[config.mk]
export PLATFORM = sky130hd
export DESIGN_NAME = jpeg_marker_probe_core
export DESIGN_NICKNAME = d
export VERILOG_FILES = /design/src/rtl/jmp_pkg.sv /design/src/rtl/jpeg_marker_probe_core.sv /design/src/rtl/jmp_walker.sv
export SDC_FILE = /design/constraint.sdc
export NUM_CORES = 1
export LEC_CHECK = 0
export BUFFER_PORTS_ARGS = -buffer_cell sky130_fd_sc_hd__buf_2
export CORE_UTILIZATION = 30
export DETAILED_ROUTE_END_ITERATION = 12
export GPL_ROUTABILITY_DRIVEN = 0
export GPL_TIMING_DRIVEN = 0
export PLACE_DENSITY_LB_ADDON = 0.12
export SLEW_MARGIN = 40
export SYNTH_ARGS = -nofsm -noshare
export SYNTH_HDL_FRONTEND = slang
export SYNTH_SLANG_ARGS = --single-unit
[constraint.sdc]
create_clock -name i_clk -period 4.3 [get_ports i_clk]
set_input_delay 0.86 -clock i_clk [delete_from_list [all_inputs] [get_ports i_clk]]
set_output_delay 0.86 -clock i_clk [all_outputs]
set_load 0.01 [all_outputs]
[src/rtl/jmp_pkg.sv]
// shared types and constants for the jpeg marker probe
`timescale 1ns / 1ps
`default_nettype none

package jmp_pkg;

    typedef logic [2:0] t_status;

    // status codes and internal verdict codes share one encoding
    localparam t_status ST_OK          = 3'd0;
    localparam t_status ST_NOT_JPEG    = 3'd1;
    localparam t_status ST_PROGRESSIVE = 3'd2;
    localparam t_status ST_UNSUPPORTED = 3'd3;
    localparam t_status ST_TRUNCATED   = 3'd4;
    localparam t_status V_SCAN         = 3'd5;
    localparam t_status V_UNDECIDED    = 3'd7;

    localparam logic [7:0] TAIL_WINDOW_RESET = 8'd64;

    // marker byte values
    localparam logic [7:0] MK_PREFIX = 8'hFF;
    localparam logic [7:0] MK_TEM    = 8'h01;
    localparam logic [7:0] MK_SOF2   = 8'hC2;
    localparam logic [7:0] MK_SOF3   = 8'hC3;
    localparam logic [7:0] MK_SOF5   = 8'hC5;
    localparam logic [7:0] MK_SOF7   = 8'hC7;
    localparam logic [7:0] MK_SOF9   = 8'hC9;
    localparam logic [7:0] MK_SOF15  = 8'hCF;
    localparam logic [7:0] MK_RST0   = 8'hD0;
    localparam logic [7:0] MK_RST7   = 8'hD7;
    localparam logic [7:0] MK_SOI    = 8'hD8;
    localparam logic [7:0] MK_EOI    = 8'hD9;
    localparam logic [7:0] MK_SOS    = 8'hDA;

endpackage

`default_nettype wire

[src/rtl/jpeg_marker_probe_core.sv]
// jpeg marker probe top level: config register, walker and result buffer
// a file's status is registered on its last byte, into the skid slot if stalled
// throughput: one byte per cycle; the input stalls only when both result slots
//   (output register and skid register) are full
// reset: synchronous active low; tail window returns to 64 and the walker to
//   the start of a new file, which it also does after every last byte
`timescale 1ns / 1ps
`default_nettype none

module jpeg_marker_probe_core (
    input  wire logic             i_clk,
    input  wire logic             i_rst_n,
    input  wire logic             i_cfg_we,
    input  wire logic [7:0]       i_cfg_data,
    input  wire logic             i_in_valid,
    output logic                  o_in_stall,
    input  wire logic [7:0]       i_data_byte,
    input  wire logic             i_last,
    output logic                  o_out_valid,
    input  wire logic             i_out_stall,
    output jmp_pkg::t_status      o_status
);
    import jmp_pkg::*;

    logic [7:0] r_tail_window;
    logic       in_accept;
    logic       push;
    t_status    step_status;

    logic       r_out_valid, n_out_valid;
    t_status    r_out_status, n_out_status;
    logic       r_skid_valid, n_skid_valid;
    t_status    r_skid_status, n_skid_status;

    assign o_in_stall  = r_skid_valid;
    assign in_accept   = i_in_valid && !r_skid_valid;
    assign push        = in_accept && i_last;
    assign o_out_valid = r_out_valid;
    assign o_status    = r_out_status;

    always_ff @(posedge i_clk) begin
        if (!i_rst_n) begin
            r_tail_window <= TAIL_WINDOW_RESET;
        end else if (i_cfg_we) begin
            r_tail_window <= i_cfg_data;
        end
    end

    jmp_walker u_walker (
        .i_clk         (i_clk),
        .i_rst_n       (i_rst_n),
        .i_accept      (in_accept),
        .i_data_byte   (i_data_byte),
        .i_last        (i_last),
        .i_tail_window (r_tail_window),
        .o_status      (step_status)
    );

    always_comb begin
        n_out_valid   = r_out_valid;
        n_out_status  = r_out_status;
        n_skid_valid  = r_skid_valid;
        n_skid_status = r_skid_status;
        if (!r_out_valid || !i_out_stall) begin
            // output slot frees up: drain skid first, else take the new status
            if (r_skid_valid) begin
                n_out_valid  = 1'b1;
                n_out_status = r_skid_status;
                n_skid_valid = 1'b0;
            end else if (push) begin
                n_out_valid  = 1'b1;
                n_out_status = step_status;
            end else begin
                n_out_valid = 1'b0;
            end
        end else if (push) begin
            n_skid_valid  = 1'b1;
            n_skid_status = step_status;
        end
    end

    always_ff @(posedge i_clk) begin
        if (!i_rst_n) begin
            r_out_valid  <= 1'b0;
            r_skid_valid <= 1'b0;
        end else begin
            r_out_valid  <= n_out_valid;
            r_skid_valid <= n_skid_valid;
        end
        r_out_status  <= n_out_status;
        r_skid_status <= n_skid_status;
    end

endmodule

`default_nettype wire

[src/rtl/jmp_walker.sv]
// marker segment walker: per-byte state update and end-of-file status
`timescale 1ns / 1ps
`default_nettype none

module jmp_walker (
    input  wire logic             i_clk,
    input  wire logic             i_rst_n,
    input  wire logic             i_accept,
    input  wire logic [7:0]       i_data_byte,
    input  wire logic             i_last,
    input  wire logic [7:0]       i_tail_window,
    output jmp_pkg::t_status      o_status
);
    import jmp_pkg::*;

    typedef enum logic [2:0] {
        PH_HDR0,
        PH_HDR1,
        PH_PREFIX,
        PH_FILL,
        PH_LEN_HI,
        PH_LEN_LO,
        PH_SKIP,
        PH_DONE
    } t_phase;

    t_phase      r_phase, n_phase;
    logic [2:0]  r_bytes_seen, n_bytes_seen;
    logic [15:0] r_skip, n_skip;
    logic [7:0]  r_len_hi, n_len_hi;
    t_status     r_verdict, n_verdict;
    logic        r_prev_fill, n_prev_fill;
    logic [7:0]  r_pair_dist, n_pair_dist;

    logic [15:0] len_full;
    logic [15:0] skip_dec;
    logic        pair_in_window;

    assign len_full = {r_len_hi, i_data_byte};
    assign skip_dec = r_skip - 16'd1;

    always_comb begin
        n_phase   = r_phase;
        n_skip    = r_skip;
        n_len_hi  = r_len_hi;
        n_verdict = r_verdict;

        // end-of-image pair tracking runs regardless of phase
        n_pair_dist = (r_pair_dist != 8'hFF) ? r_pair_dist + 8'd1 : r_pair_dist;
        if (i_data_byte == MK_EOI && r_prev_fill) begin
            n_pair_dist = 8'd0;
        end
        n_prev_fill  = (i_data_byte == MK_PREFIX) && (r_bytes_seen >= 3'd2);
        n_bytes_seen = (r_bytes_seen < 3'd4) ? r_bytes_seen + 3'd1 : r_bytes_seen;

        unique case (r_phase)
            PH_HDR0: begin
                if (i_data_byte != MK_PREFIX) begin
                    n_verdict = ST_NOT_JPEG;
                    n_phase   = PH_DONE;
                end else begin
                    n_phase = PH_HDR1;
                end
            end
            PH_HDR1: begin
                if (i_data_byte != MK_SOI) begin
                    n_verdict = ST_NOT_JPEG;
                    n_phase   = PH_DONE;
                end else begin
                    n_phase = PH_PREFIX;
                end
            end
            PH_PREFIX: begin
                // a bad prefix on the final byte is left undecided (truncated)
                if (!i_last) begin
                    if (i_data_byte != MK_PREFIX) begin
                        n_verdict = ST_NOT_JPEG;
                        n_phase   = PH_DONE;
                    end else begin
                        n_phase = PH_FILL;
                    end
                end
            end
            PH_FILL: begin
                if (i_data_byte != MK_PREFIX) begin
                    case (i_data_byte) inside
                        MK_TEM, MK_SOI, [MK_RST0:MK_RST7]: n_phase = PH_PREFIX;
                        MK_EOI: begin
                            n_verdict = ST_TRUNCATED;
                            n_phase   = PH_DONE;
                        end
                        MK_SOS: begin
                            n_verdict = V_SCAN;
                            n_phase   = PH_DONE;
                        end
                        MK_SOF2: begin
                            n_verdict = ST_PROGRESSIVE;
                            n_phase   = PH_DONE;
                        end
                        MK_SOF3, [MK_SOF5:MK_SOF7], [MK_SOF9:MK_SOF15]: begin
                            n_verdict = ST_UNSUPPORTED;
                            n_phase   = PH_DONE;
                        end
                        default: n_phase = PH_LEN_HI;
                    endcase
                end
            end
            PH_LEN_HI: begin
                n_len_hi = i_data_byte;
                n_phase  = PH_LEN_LO;
            end
            PH_LEN_LO: begin
                if (len_full < 16'd2) begin
                    n_verdict = ST_NOT_JPEG;
                    n_phase   = PH_DONE;
                end else begin
                    n_skip  = len_full - 16'd2;
                    n_phase = (len_full != 16'd2) ? PH_SKIP : PH_PREFIX;
                end
            end
            PH_SKIP: begin
                n_skip = skip_dec;
                if (skip_dec == 16'd0) begin
                    n_phase = PH_PREFIX;
                end
            end
            PH_DONE: begin
                n_phase = PH_DONE;
            end
            default: n_phase = PH_DONE;
        endcase
    end

    // a pair counts when distance + 2 <= tail window
    assign pair_in_window = ({1'b0, n_pair_dist} + 9'd2) <= {1'b0, i_tail_window};

    always_comb begin
        if (n_bytes_seen < 3'd4) begin
            o_status = ST_NOT_JPEG;
        end else if (n_verdict == V_UNDECIDED) begin
            o_status = ST_TRUNCATED;
        end else if (n_verdict == V_SCAN) begin
            o_status = pair_in_window ? ST_OK : ST_TRUNCATED;
        end else begin
            o_status = n_verdict;
        end
    end

    always_ff @(posedge i_clk) begin
        if (!i_rst_n || (i_accept && i_last)) begin
            r_phase      <= PH_HDR0;
            r_bytes_seen <= 3'd0;
            r_skip       <= 16'd0;
            r_len_hi     <= 8'd0;
            r_verdict    <= V_UNDECIDED;
            r_prev_fill  <= 1'b0;
            r_pair_dist  <= 8'hFF;
        end else if (i_accept) begin
            r_phase      <= n_phase;
            r_bytes_seen <= n_bytes_seen;
            r_skip       <= n_skip;
            r_len_hi     <= n_len_hi;
            r_verdict    <= n_verdict;
            r_prev_fill  <= n_prev_fill;
            r_pair_dist  <= n_pair_dist;
        end
    end

endmodule

`default_nettype wire

# Word level (Yosys, flattened, before mapping)
# Index checks and enable logic that the tools add are counted.
# word_totals
ff_bits,58
inputBits,22
out_inout_bits,5
elab_cells,117
# classes
add_sub_neg,5
order_cmp,11
eq_ne,24
muxes,38
bitwise,2
n_reduce_logical,25
# ops
operator,count
2-to-1 mux 3 bit,29
== test 8 bit (second input constant),6
one-hot mux 16 bit (2 select lines),1
greater-or-equal comparator 8 bit (second input constant),3
less-or-equal comparator 8 bit (second input constant),3
!= test 8 bit (second input constant),3
one-hot mux 3 bit (8 select lines),1
== test 3 bit (second input constant),6
zero test 16 bit,1
less-than comparator 16 x 2 -> 1 bit (second input constant),1
2-to-1 mux 16 bit,1
2-to-1 mux 8 bit,2
!= test 16 x 2 -> 1 bit (second input constant),1
subtractor 16 x 1 -> 16 bit (second input constant),1
subtractor 16 x 2 -> 16 bit (second input constant),1
one-hot mux 3 bit (5 select lines),1
adder 8 x 2 -> 9 bit (second input constant),1
less-or-equal comparator 9 x 8 -> 1 bit,1
adder 8 x 1 -> 8 bit (second input constant),1
== test 8 x 1 -> 1 bit (second input constant),1
logical AND 1 bit,7
== test 3 x 2 -> 1 bit (second input constant),2
less-than comparator 3 bit (second input constant),2
AND reduction 2 bit,3
16 further kinds,26

# Depth between registers and ports, before layout
# Gate-level depths: netlist (run 1).
# logic_depth
depth_word,16
mapped_depth,17
mapped_depth_nobuf,16

# By module
# Synthesis (run 1) repeated with hierarchy kept, for this count alone.
# unflattened
cells_unflattened,515
hier_area_um2,4092.7
# modules_own_cells
module,instances,cells_each,area_per_inst_um2,seq_area_each_um2
jmp_walker,1,471,3484.6,840.8
jpeg_marker_probe_core,1,44,608.1,380.4

# Worst setup path before layout (run 1)
# No wires, ideal clock.
# synth_timing
path_kind,input to register
start,input port i_data_byte[4]
end,"register r_out_status[2], in the netlist o_status[2], data pin"
setup_ns,0.268
t_arrival_ns,3.274
required_ns,4.032
path_slack_ns,0.758
stages,17
path_buffers,3
path_cell_list,buf_6 -> and4b_1 -> buf_6 -> and4_4 -> buf_6 -> nor2_1 -> ha_1 -> nand2_1 -> nor3_1 -> xor2_1 -> nor2_1 -> ha_1 -> o211ai_1 -> a21oi_1 -> a211oi_1 -> o2111a_1 -> o41ai_2
# synth_between
word_cells_on_any_way,43
classes_between,1 x add/sub; 8 x order compare; 10 x eq/ne; 18 x mux; 6 x reduce/logical
# synth_lines
element,line,text
"start, declared",jpeg_marker_probe_core.sv:17,"input wire logic [7:0] i_data_byte,"
== test 8 bit,jmp_walker.sv:50,if (i_data_byte == MK_EOI && r_prev_fill) begin
logical AND 1 bit,jmp_walker.sv:50,
2-to-1 mux 8 bit,jmp_walker.sv:50,
via u_walker.n_pair_dist[1],jmp_walker.sv:33,"logic [7:0] r_pair_dist, n_pair_dist;"
adder 8 x 2 -> 9 bit,jmp_walker.sv:135,"assign pair_in_window = ({1'b0, n_pair_dist} + 9'd2) <= {1'b0, i_tail_window};"
less-or-equal comparator 9 x 8 -> 1 bit,jmp_walker.sv:135,
2-to-1 mux 3 bit,jmp_walker.sv:143,o_status = pair_in_window ? ST_OK : ST_TRUNCATED;
2-to-1 mux 3 bit,jmp_walker.sv:142,end else if (n_verdict == V_SCAN) begin
2-to-1 mux 3 bit,jmp_walker.sv:140,end else if (n_verdict == V_UNDECIDED) begin
2-to-1 mux 3 bit,jmp_walker.sv:138,if (n_bytes_seen < 3'd4) begin
2-to-1 mux 3 bit,jpeg_marker_probe_core.sv:70,end else if (push) begin
2-to-1 mux 3 bit,jpeg_marker_probe_core.sv:66,if (r_skid_valid) begin
"end signal, assigned",jpeg_marker_probe_core.sv:90,r_out_status <= n_out_status;
"end, declared",jpeg_marker_probe_core.sv:31,"t_status r_out_status, n_out_status;"
# The timed path passes the listed nets, and every way through them passes these cells. The select of a mux whose other input is x is not followed.
# A chain may end at the register's enable or synchronous reset.

# Worst setup path in the final report (run 1)
# layout_timing
start,input port i_data_byte[2]
end,"register r_out_status[2], in the netlist o_status[2], data pin"
# The elaborated chain is that of the path after synthesis.

==> run summary, run 1 <==
layout cells sized above 1 = 10.8%
Netlist cell types = 67
Overall Global Routing Usage = 17.5%
Worst-path clk slew = 50 ps
Syn Area/Cell = 7.77 um2
Final ANT Viol Nets = 0
Slew Viols, Final = 0
leak pwr = 1.83 nW
Die ar. = 13900 um2
DR vias = 3836
DP HPWL = 8620 um
Starting Density = 30.6%
largest cells by area after synthesis = dfxtp_1 (26%), nor2_1 (5.9%), nand2_1 (5.1%)
GRT overflow = 0
reg-to-reg slack, setup = 630 ps
Max Fclk = 272 MHz
Setup-failing EPs final = 0
initial DRC count = 269
Bufs on Longest Clock Path = 2
Avg WL per Cell = 15.8 um
residual DRC count = 0
Setup crit end kind = register
peak supply drop = 0.000191 V
TritonCTS clock tree = yes
Period minus WS final = 3680 ps
worst skew pair latency = 340 ps
CP max FO = 10
number of gates resized after cts = 0
TritonCTS Buffers = 9
antenna violations before repair = 0
Post-synth EDFFs = 6
clk sinks = 58
Total Routed Length = 11600 um
largest net degree at the start of global routing = 11
Yosys warnings = 0
fin util = 35.6%
Worst Skew = 3.49 ps
sequential area share after synthesis = 30.2%
root buffer cell = clkbuf_16
hold_ws = 457 ps
ys async rst share = 0%
area leader, netlist = dfxtp_1
Yosys reg bits = 58
number of I/O port buffers = 21
DP Cell Count = 717
Post-Syn Instances = 520
Slew headroom = 54.5%
Final period util = 85.6%
Fin Setup TNS = 0 ps
first-pass GRT wire length = 19100 um
Top FF cell, synth = dfxtp_1
CP arrival = 3830 ps
Rows = 42
syn nets = 557
Post-CTS Setup Inserts = 0
Worst Path Class, Setup = in2reg
synthesis-to-layout area growth = 16.3%
DIE HEIGHT = 118 um
reported max-cap violation count = 0
# diodes = 0
Synth top cells by count = nor2_1 (63), nand2_1 (55), dfxtp_1 (52), a21oi_1 (36), clkbuf_1 (27)
worst hold path class = reg2reg
top-count cell post-synth = nor2_1
pwr/cell area = 387 nW/um2
Die W = 118 um
CP Launch Type = input pin
CP Data Required Time = 4450 ps
Core Region = 13200 um2
Top Ports = 27
outcome = completed
top-area cell type share of the netlist area = 25.8%
RSZ-0062 raised after global routing = no
TritonRoute pass-1 iters = 4
DR vias/cell = 5.23
synthesized area = 4040 um2
CTS HTree Levels = 3
# nets final = 589
vias in the first global route = 3586
Final Hold Violating Endpoints = 0
Non-Filler Instances = 733
Tightest Pin Transition = 677 ps
cts hold-fix bufs = 0
## state kept, by name, indices dropped and copies added (netlist names)
| register | cells |
|---|---|
| o_out_valid | 1 |
| u_walker.r_verdict | 3 |
| u_walker.r_prev_fill | 1 |
| o_in_stall | 1 |
| u_walker.r_bytes_seen | 3 |
| u_walker.r_len_hi | 8 |
| u_walker.r_phase | 3 |
| u_walker.r_skip | 16 |
| o_status | 3 |
| r_skid_status | 3 |
| u_walker.r_pair_dist | 8 |
| r_tail_window | 8 |
## cell type report
class / count / area (um2)
flip-flops and latches: 58 / 1220
repair buffers: 21 / 105
clock inverters: 6 / 105
fillers: 1407 / 8490
inverters: 18 / 67.6
clock buffers: 10 / 229
plain buffers: 34 / 160
multi-input cells: 410 / 2590
well taps: 176 / 220
## cell families (layout without fill, tap and decap cells)
| kind of cell | count (synthesis) | in the layout | synth area share, % |
|---|---|---|---|
| simple gates | 224 | 224 | 28.9 |
| mux | 18 | 18 | 4.49 |
| compound gates | 129 | 129 | 20.8 |
| buf+inv | 52 | 89 | 5.64 |
| xor+xnor | 23 | 23 | 4.99 |
| fa+ha+maj | 16 | 16 | 4.89 |
| flops | 58 | 58 | 30.2 |
## final timing paths
kind                                         startpoint                    to  cells past startpoint
worst min register to register     u_walker.r_prev_fill  u_walker.r_prev_fill                      2
worst max-delay path                     i_data_byte[2]           o_status[2]                     16
worst min-delay path               u_walker.r_prev_fill  u_walker.r_prev_fill                      2
worst max register to register  u_walker.r_pair_dist[1]           o_status[2]                     17
## critical path, stage by stage
cell and delay, ps:
clkbuf_1 330, nor2_1 160, and4_4 200, buf_6 130
nor2_1 170, ha_1 220, nand2_1 120, nor3_1 240
xor2_1 210, nor2_1 90, ha_1 320, o211ai_1 100
a21oi_1 130, a211oi_1 60, o2111a_1 270, o41ai_2 210
## power by group
group | switching (mW) | internal, mW | leakage (nW)
sequential | 0.0199 | 0.568 | 0.485
clock | 0.259 | 0.562 | 0.166
combinational | 0.243 | 0.165 | 1.18
total | 0.521 | 1.30 | 1.83
## routing by layer
metal / global-route usage [%] / part of all wire, % / up-vias
met2: 24.6 / 40 / 102
met4: 6.17 / 1.7 / 0
li1: - / - / 1947
met1: 25.7 / 53 / 1771
met3: 4.17 / 5.0 / 16
met5: 0 / 0 / -
## placed cells by master, fill, tap and decap left out, types with 3 or more instances in the layout
| cell | synthesis | final |
|---|---|---|
| buf_2 | 2 | 23 |
| or4_1 | 3 | 3 |
| xnor2_1 | 14 | 14 |
| nand2_1 | 55 | 55 |
| and3_1 | 4 | 4 |
| inv_1 | 16 | 16 |
| nor3_1 | 21 | 21 |
| xor2_1 | 9 | 9 |
| and2_1 | 3 | 3 |
| a22oi_1 | 4 | 4 |
| nand2b_1 | 10 | 10 |
| a31oi_1 | 5 | 5 |
| o21ai_1 | 5 | 5 |
| nand4_1 | 8 | 8 |
| nand3_1 | 11 | 11 |
| nor2b_1 | 13 | 13 |
| o211ai_1 | 18 | 18 |
| o21a_1 | 3 | 3 |
| clkbuf_1 | 27 | 28 |
| o31ai_1 | 4 | 4 |
| nand3b_1 | 4 | 4 |
| o21ai_0 | 26 | 26 |
| or3_1 | 6 | 6 |
| a21oi_1 | 36 | 36 |
| clkbuf_16 | 0 | 9 |
| mux2i_1 | 17 | 17 |
| ha_1 | 15 | 15 |
| edfxtp_1 | 6 | 6 |
| clkinv_2 | 0 | 3 |
| nor2_1 | 63 | 63 |
| buf_6 | 4 | 4 |
| nor4_1 | 6 | 6 |
| a211oi_1 | 5 | 5 |
| dfxtp_1 | 52 | 52 |
| bufinv_16 | 0 | 3 |
## through the flow
step           setup slack (ps)  instance area (um2)  power, mW
2_1_floorplan               758                 4040      0.899
3_3_place_gp                343                 4360      0.997
3_5_place_dp                293                 4360       1.00
4_1_cts                     633                 4700       1.84
5_1_grt                     232                 4700       1.91
6_report                    621                 4700       1.82
Note: power is estimated with default switching activity, not from simulation.
==> run 2: changes to the inputs <==
Settings changed: ABC_AREA set to 1.
==> run 2 against run 1 <==
  * Design area is 3.8% higher
  * Routed wire length rose by 5.2%
  * Clock skew rose by 4.3 ps
  * Cell count grew 20%
  * Highest routed layer unchanged
==> run summary, run 2 <==
outcome = completed
root buffer cell = clkbuf_16
Final Hold Violating Endpoints = 0 (unchanged)
Overall Global Routing Usage = 17.8% (+0.30 points)
hold_ws = 465 ps (+8.09 ps)
r2r startpoint = u_walker.r_pair_dist[0]
Fin Setup TNS = 0 ps (unchanged)
DR vias = 4291 (+12%)
Top FF cell, synth = dfxtp_1
DIE HEIGHT = 121 um (+2.3%)
clk sinks = 58 (unchanged)
reported max-cap violation count = 0 (unchanged)
Rows = 43 (+2.4%)
Critical R2R Capture = r_skid_status[2]
# diodes = 0 (unchanged)
CP Data Required Time = 4400 ps (-50 ps)
TritonCTS Buffers = 9 (unchanged)
leak pwr = 2.38 nW (+30%)
sequential area share after synthesis = 28.9% (-1.4 points)
Synth top cells by count = nand2_1 (149), nor2_1 (84), inv_1 (76), a21oi_1 (54), dfxtp_1 (52)
Post-synth EDFFs = 6 (unchanged)
Worst Path Class, Setup = in2reg
Max Fclk = 309 MHz (+14%)
area leader, netlist = dfxtp_1
Bufs on Longest Clock Path = 2 (unchanged)
Slew Viols, Final = 0 (unchanged)
number of gates resized after cts = 0 (unchanged)
Setup crit end kind = register
number of I/O port buffers = 25 (+19%)
Post-Syn Instances = 659 (+27%)
register bank with the most flops = u_walker.r_skip
residual DRC count = 0 (unchanged)
final setup margin = 1070 ps (+446 ps)
worst skew pair latency = 340 ps (about the same)
first-pass GRT wire length = 20000 um (+4.9%)
TritonCTS clock tree = yes
Period minus WS final = 3230 ps (-446 ps)
Setup WS pre-CTS = 703 ps (+410 ps)
most frequent cells in the layout = nand2_1 (149), nor2_1 (84), inv_1 (76)
Setup-failing EPs final = 0 (unchanged)
syn nets = 696 (+25%)
r2r worst-path depth = 23 (+6)
Tightest Pin Transition = 612 ps (-64.8 ps)
Die W = 121 um (+2.3%)
Total Routed Length = 12200 um (+5.2%)
GRT overflow = 0 (unchanged)
CP endpoint = r_skid_status[2]
synthesis-to-layout area growth = 15.3%
ys async rst share = 0% (unchanged)
top-area cell type share of the netlist area = 24.6% (-1.2 points)
Netlist cell types = 47 (-30%)
Final ANT Viol Nets = 0 (unchanged)
max reg flops = 16 (unchanged)
RSZ-0062 raised after global routing = no
CP max FO = 7 (-3)
Final period util = 75.2% (-10 points)
Worst Skew = 7.75 ps (+4.26 ps)
DP HPWL = 9620 um (+12%)
Post-CTS Setup Inserts = 0 (unchanged)
fillcell total = 1486 (+5.6%)
register area = 1220 um2 (unchanged)
worst hold path class = reg2reg
Starting Density = 30.6% (about the same)
# nets final = 732 (+24%)
Yosys reg bits = 58 (unchanged)
cts hold-fix bufs = 0 (unchanged)
Syn Area/Cell = 6.42 um2 (-17%)
reg-to-reg slack, setup = 1070 ps (+440 ps)
Final Total Pwr = 1.81 mW (-0.42%)
CTS HTree Levels = 3 (unchanged)
largest net degree at the start of global routing = 12 (+1)
DR vias/cell = 4.88 (-6.8%)
CP Launch Type = input pin
Avg WL per Cell = 13.8 um (-12%)
Slew headroom = 59.2% (+4.7 points)
TritonRoute pass-1 iters = 5 (+1)
CP arrival = 3330 ps (-500 ps)
vias in the first global route = 4009 (+12%)
Die ar. = 14600 um2 (+4.7%)
Worst-path clk slew = 60 ps (about the same)
antenna violations before repair = 0 (unchanged)
multi-input logic area = 2600 um2 (+0.34%)
Core Region = 13800 um2 (+4.8%)
synthesized area = 4230 um2 (+4.7%)
commonest non-fill, non-tap cell in the layout = nand2_1
initial DRC count = 235 (-13%)
Top Ports = 27 (unchanged)
layout cells sized above 1 = 15.1% (+4.4 points)
crit path launch = i_data_byte[5]
pwr/cell area = 371 nW/um2 (-4.0%)
peak supply drop = 0.000160 V (-16%)
top-count cell post-synth = nand2_1
Yosys warnings = 0 (unchanged)
largest cells by area after synthesis = dfxtp_1 (25%), nand2_1 (13%), nor2_1 (7.5%)
run 2: cell count changes after synthesis, sizes merged, moves of 10 or more:
cell,delta
nand2,+108
inv,+75
nand3,+36
nor2,+35
o21ai,+26
clkbuf,-21
a21oi,+18
mux2i,-17
nor3,-16
nor2b,-13
o211ai,-13
xnor2,-11
nand2b,-10
run 2: layout make-up:
type                       instances  share of cell area (%)
buffer                            12                    1.18
clock buffer                       9                    4.62
clock inverter                     7                    1.44
inverter                          94                    7.24
multi-input combinational        495                    53.3
sequential                        58                    25.0
tap                              180                    4.62
timing repair buffer              25                    2.57
run 2: per-layer routing:
layer  track usage, %  wire length, um
met5                0                0
met4             6.87              189
met3             3.54              502
met2             28.4             5420
met1             23.6             6080
run 2: stage by stage:
step           instances  util (%)  instance area [um2]
2_1_floorplan        659         -                 4230
3_3_place_gp         864      33.1                 4580
3_5_place_dp         864      33.1                 4580
4_1_cts              880      35.3                 4880
5_1_grt              880      35.3                 4880
6_report             880      35.3                 4880
run 2: critical path, cell delays in order:
cell	delay, ps
buf_2	120
inv_2	100
nand2_1	130
nor2_8	180
nand4_4	160
nand2_2	180
inv_1	60
ha_1	220
xor2_1	150
inv_1	60
ha_1	280
nand2_1	70
a21oi_1	40
nor2_1	80
o21ai_0	90
nand2_1	70
nand2_1	50
nand2_1	50
nand2_1	40
nand2_1	50
nand4_1	130
and2_1	170
run 2: worst min-delay path by stage:
stage	startpoint	end	slack, ps	cells after the start
3_5_place_dp	r_tail_window[5]	r_tail_window[5]	460	2
2_1_floorplan	r_tail_window[1]	r_tail_window[1]	440	2
6_report	r_tail_window[5]	r_tail_window[5]	470	2
3_3_place_gp	r_tail_window[5]	r_tail_window[5]	470	2
5_1_grt	r_tail_window[7]	r_tail_window[7]	500	2
4_1_cts	r_tail_window[5]	r_tail_window[5]	470	2
run 2: logic make-up after synthesis:
family / after synthesis / synth area share (%)
xor+xnor: 14 / 2.90
flops: 58 / 28.9
simple gates: 333 / 36.6
fa+ha+maj: 15 / 4.44
compound gates: 133 / 17.5
buf+inv: 106 / 9.70
run 2: report_power, final:
group	internal, mW	total, mW	switching, mW
registers	0.572	0.599	0.0268
clock network	0.446	0.726	0.281
logic	0.172	0.484	0.312
total	1.19	1.81	0.619
==> run 3: changes to the inputs <==
Clock period 4.3 ns to 2.8 ns, I/O delays scaled along.
==> run 3 against run 2 <==
  * Power up 67%
  * Largest cell class unchanged
  * Highest routed layer unchanged
  * Critical path type is now reg2reg
  * Flip-flop and latch count is the same
  * Routed wire length rose by 2.0%
  * Combinational power increased by 80%
  * Worst setup slack got worse by 1000 ps
  * Die area did not move
  * Count of clock-buffer cells in the layout grew 1
  * Worst hold slack worse by 5.0 ps
==> run summary, run 3 (same netlist as run 2, synthesis figures left out) <==
vias in the first global route = 4098 (+2.2%)
Setup crit end kind = register
Worst Path Class, Setup = reg2reg
DP HPWL = 9550 um (-0.70%)
dpl cell area = 4590 um2 (+0.25%)
CP arrival = 2850 ps (-480 ps)
DR vias = 4345 (+1.3%)
antenna violations before repair = 0 (unchanged)
Slew Viols, Final = 0 (unchanged)
CP max FO = 5 (-2)
worst hold path class = in2reg
# nets final = 748 (+2.2%)
Avg WL per Cell = 13.9 um (+0.18%)
met2 GRT Util = 27.6% (-0.83 points)
max reg flops = 16 (unchanged)
grt met1 use = 25.2% (+1.6 points)
Setup-failing EPs final = 0 (unchanged)
Top cell by count, worst path = nand2_1
multi-input logic area = 2680 um2 (+3.3%)
most frequent cells in the layout = nand2_1 (145), nor2_1 (84), inv_1 (74)
GR peak layer = met2
TritonRoute pass-1 iters = 5 (unchanged)
Fin Setup TNS = 0 ps (unchanged)
Rows = 43 (unchanged)
root buffer cell = clkbuf_16
pwr/cell area = 589 nW/um2 (+59%)
residual DRC count = 0 (unchanged)
CP cell instances = ha_4, nand3_4, nor2_4, nand3_4, nand2_2, nand2_2, nand2_4, inv_4, ha_4, xor2_1, inv_1, ha_4, a21o_1, nor2_1, o21ai_1, nand2_1, nand2_1, nand2_1, nand2_1, nand2_1, nand4_1, and2_1
Core Region = 13800 um2 (unchanged)
GRT overflow = 0 (unchanged)
register area = 1230 um2 (+0.61%)
commonest non-fill, non-tap cell in the layout = nand2_1
Largest stage delay, worst path = 360 ps (+80 ps)
Final ANT Viol Nets = 0 (unchanged)
TritonCTS clock tree = yes
first-pass GRT wire length = 20600 um (+3.2%)
Final Total Pwr = 3.02 mW (+67%)
Final period util = 98.2%
post-route cell area = 5120 um2 (+5.1%)
Slew headroom = 60.3% (+1.1 points)
Final Hold Violating Endpoints = 0 (unchanged)
CP Data Required Time = 2900 ps (-1500 ps)
Bufs and invs on worst path = 2 (-2)
CP Launch Type = register
synthesis-to-layout area growth = 21.1%
DR vias/cell = 4.85 (-0.55%)
Total Routed Length = 12400 um (+2.0%)
Starting Density = 30.6% (unchanged)
Tightest Pin Transition = 596 ps (-16.1 ps)
clk sinks = 58 (unchanged)
Die W = 121 um (unchanged)
cts hold-fix bufs = 0 (unchanged)
worst skew pair latency = 340 ps (about the same)
final setup margin = 51.4 ps (-1020 ps)
Max Fclk = 364 MHz
register bank with the most flops = u_walker.r_skip
# diodes = 0 (unchanged)
fillcell total = 1480 (-0.40%)
reported max-cap violation count = 0 (unchanged)
leak pwr = 2.48 nW (+4.4%)
Worst Skew = 8.63 ps (+0.874 ps)
layout cells sized above 1 = 18.9% (+3.7 points)
initial DRC count = 229 (-2.6%)
Bufs on Longest Clock Path = 2 (unchanged)
DIE HEIGHT = 121 um (unchanged)
CTS HTree Levels = 3 (unchanged)
RSZ-0062 raised after global routing = yes
Period minus WS final = 2750 ps
GR Util met3 = 4.10% (+0.57 points)
cell family with most CP delay = simple AND/OR/NAND/NOR gates
number of I/O port buffers = 25 (unchanged)
Die ar. = 14600 um2 (unchanged)
Top Ports = 27 (unchanged)
TritonCTS Buffers = 9 (unchanged)
Setup WS pre-CTS = -536 ps (-1240 ps)
Overall Global Routing Usage = 18.3% (+0.45 points)
outcome = completed
largest net degree at the start of global routing = 12 (unchanged)
peak supply drop = 0.000246 V (+53%)
Worst-path clk slew = 60 ps (about the same)
Crit-path slowest cell = dfxtp_4
## run 3: layout make-up
class	count	area share, %
clock buffer	10	4.66
clock inverter	6	1.76
buffer	12	1.12
tap	180	4.39
sequential	58	24.0
inverter	94	6.93
multi-input combinational	495	52.4
timing repair buffer	41	4.79
## run 3: final timing paths
check,startpoint,endpoint,slack [ps],cells past startpoint
max reg2reg,u_walker.r_pair_dist[0],r_skid_status[2],50,22
min reg2reg,r_tail_window[5],r_tail_window[5],480,2
max,u_walker.r_pair_dist[0],r_skid_status[2],50,22
min,i_cfg_data[6],r_tail_window[6],460,3
## run 3: routing by layer
metal  routed length, um  share of wire, %
met1                6320                51
met2                5420                44
met3                 506               4.1
met4                 178               1.4
met5                   0                 0
## run 3: timing repair
item | in CTS | in global routing
endpoints found under the setup margin | 2 | 2
gates resized for setup | 12 | 7
pin swaps | 10 | 12
hold endpoints to repair | 0 | 0
buffers inserted | 13 | 3
## run 3: power by group
part	internal (mW)	switching, mW
clock	0.804	0.426
combinational	0.350	0.520
sequential	0.879	0.0410
total	2.03	0.987
## run 3: through the flow
step,std cells,util (%),hold WS (ps)
floorplan,659,-,439
global placement,864,33.2,464
detailed placement,864,33.2,468
CTS,893,36.8,459
global route,896,37.1,473
finish,896,37.1,460
## run 3: tightest hold or removal path: cells and delay by family
kind,cells,cell delay [ps]
AOI/OAI and AO/OA,2,120
buffers and inverters,1,80
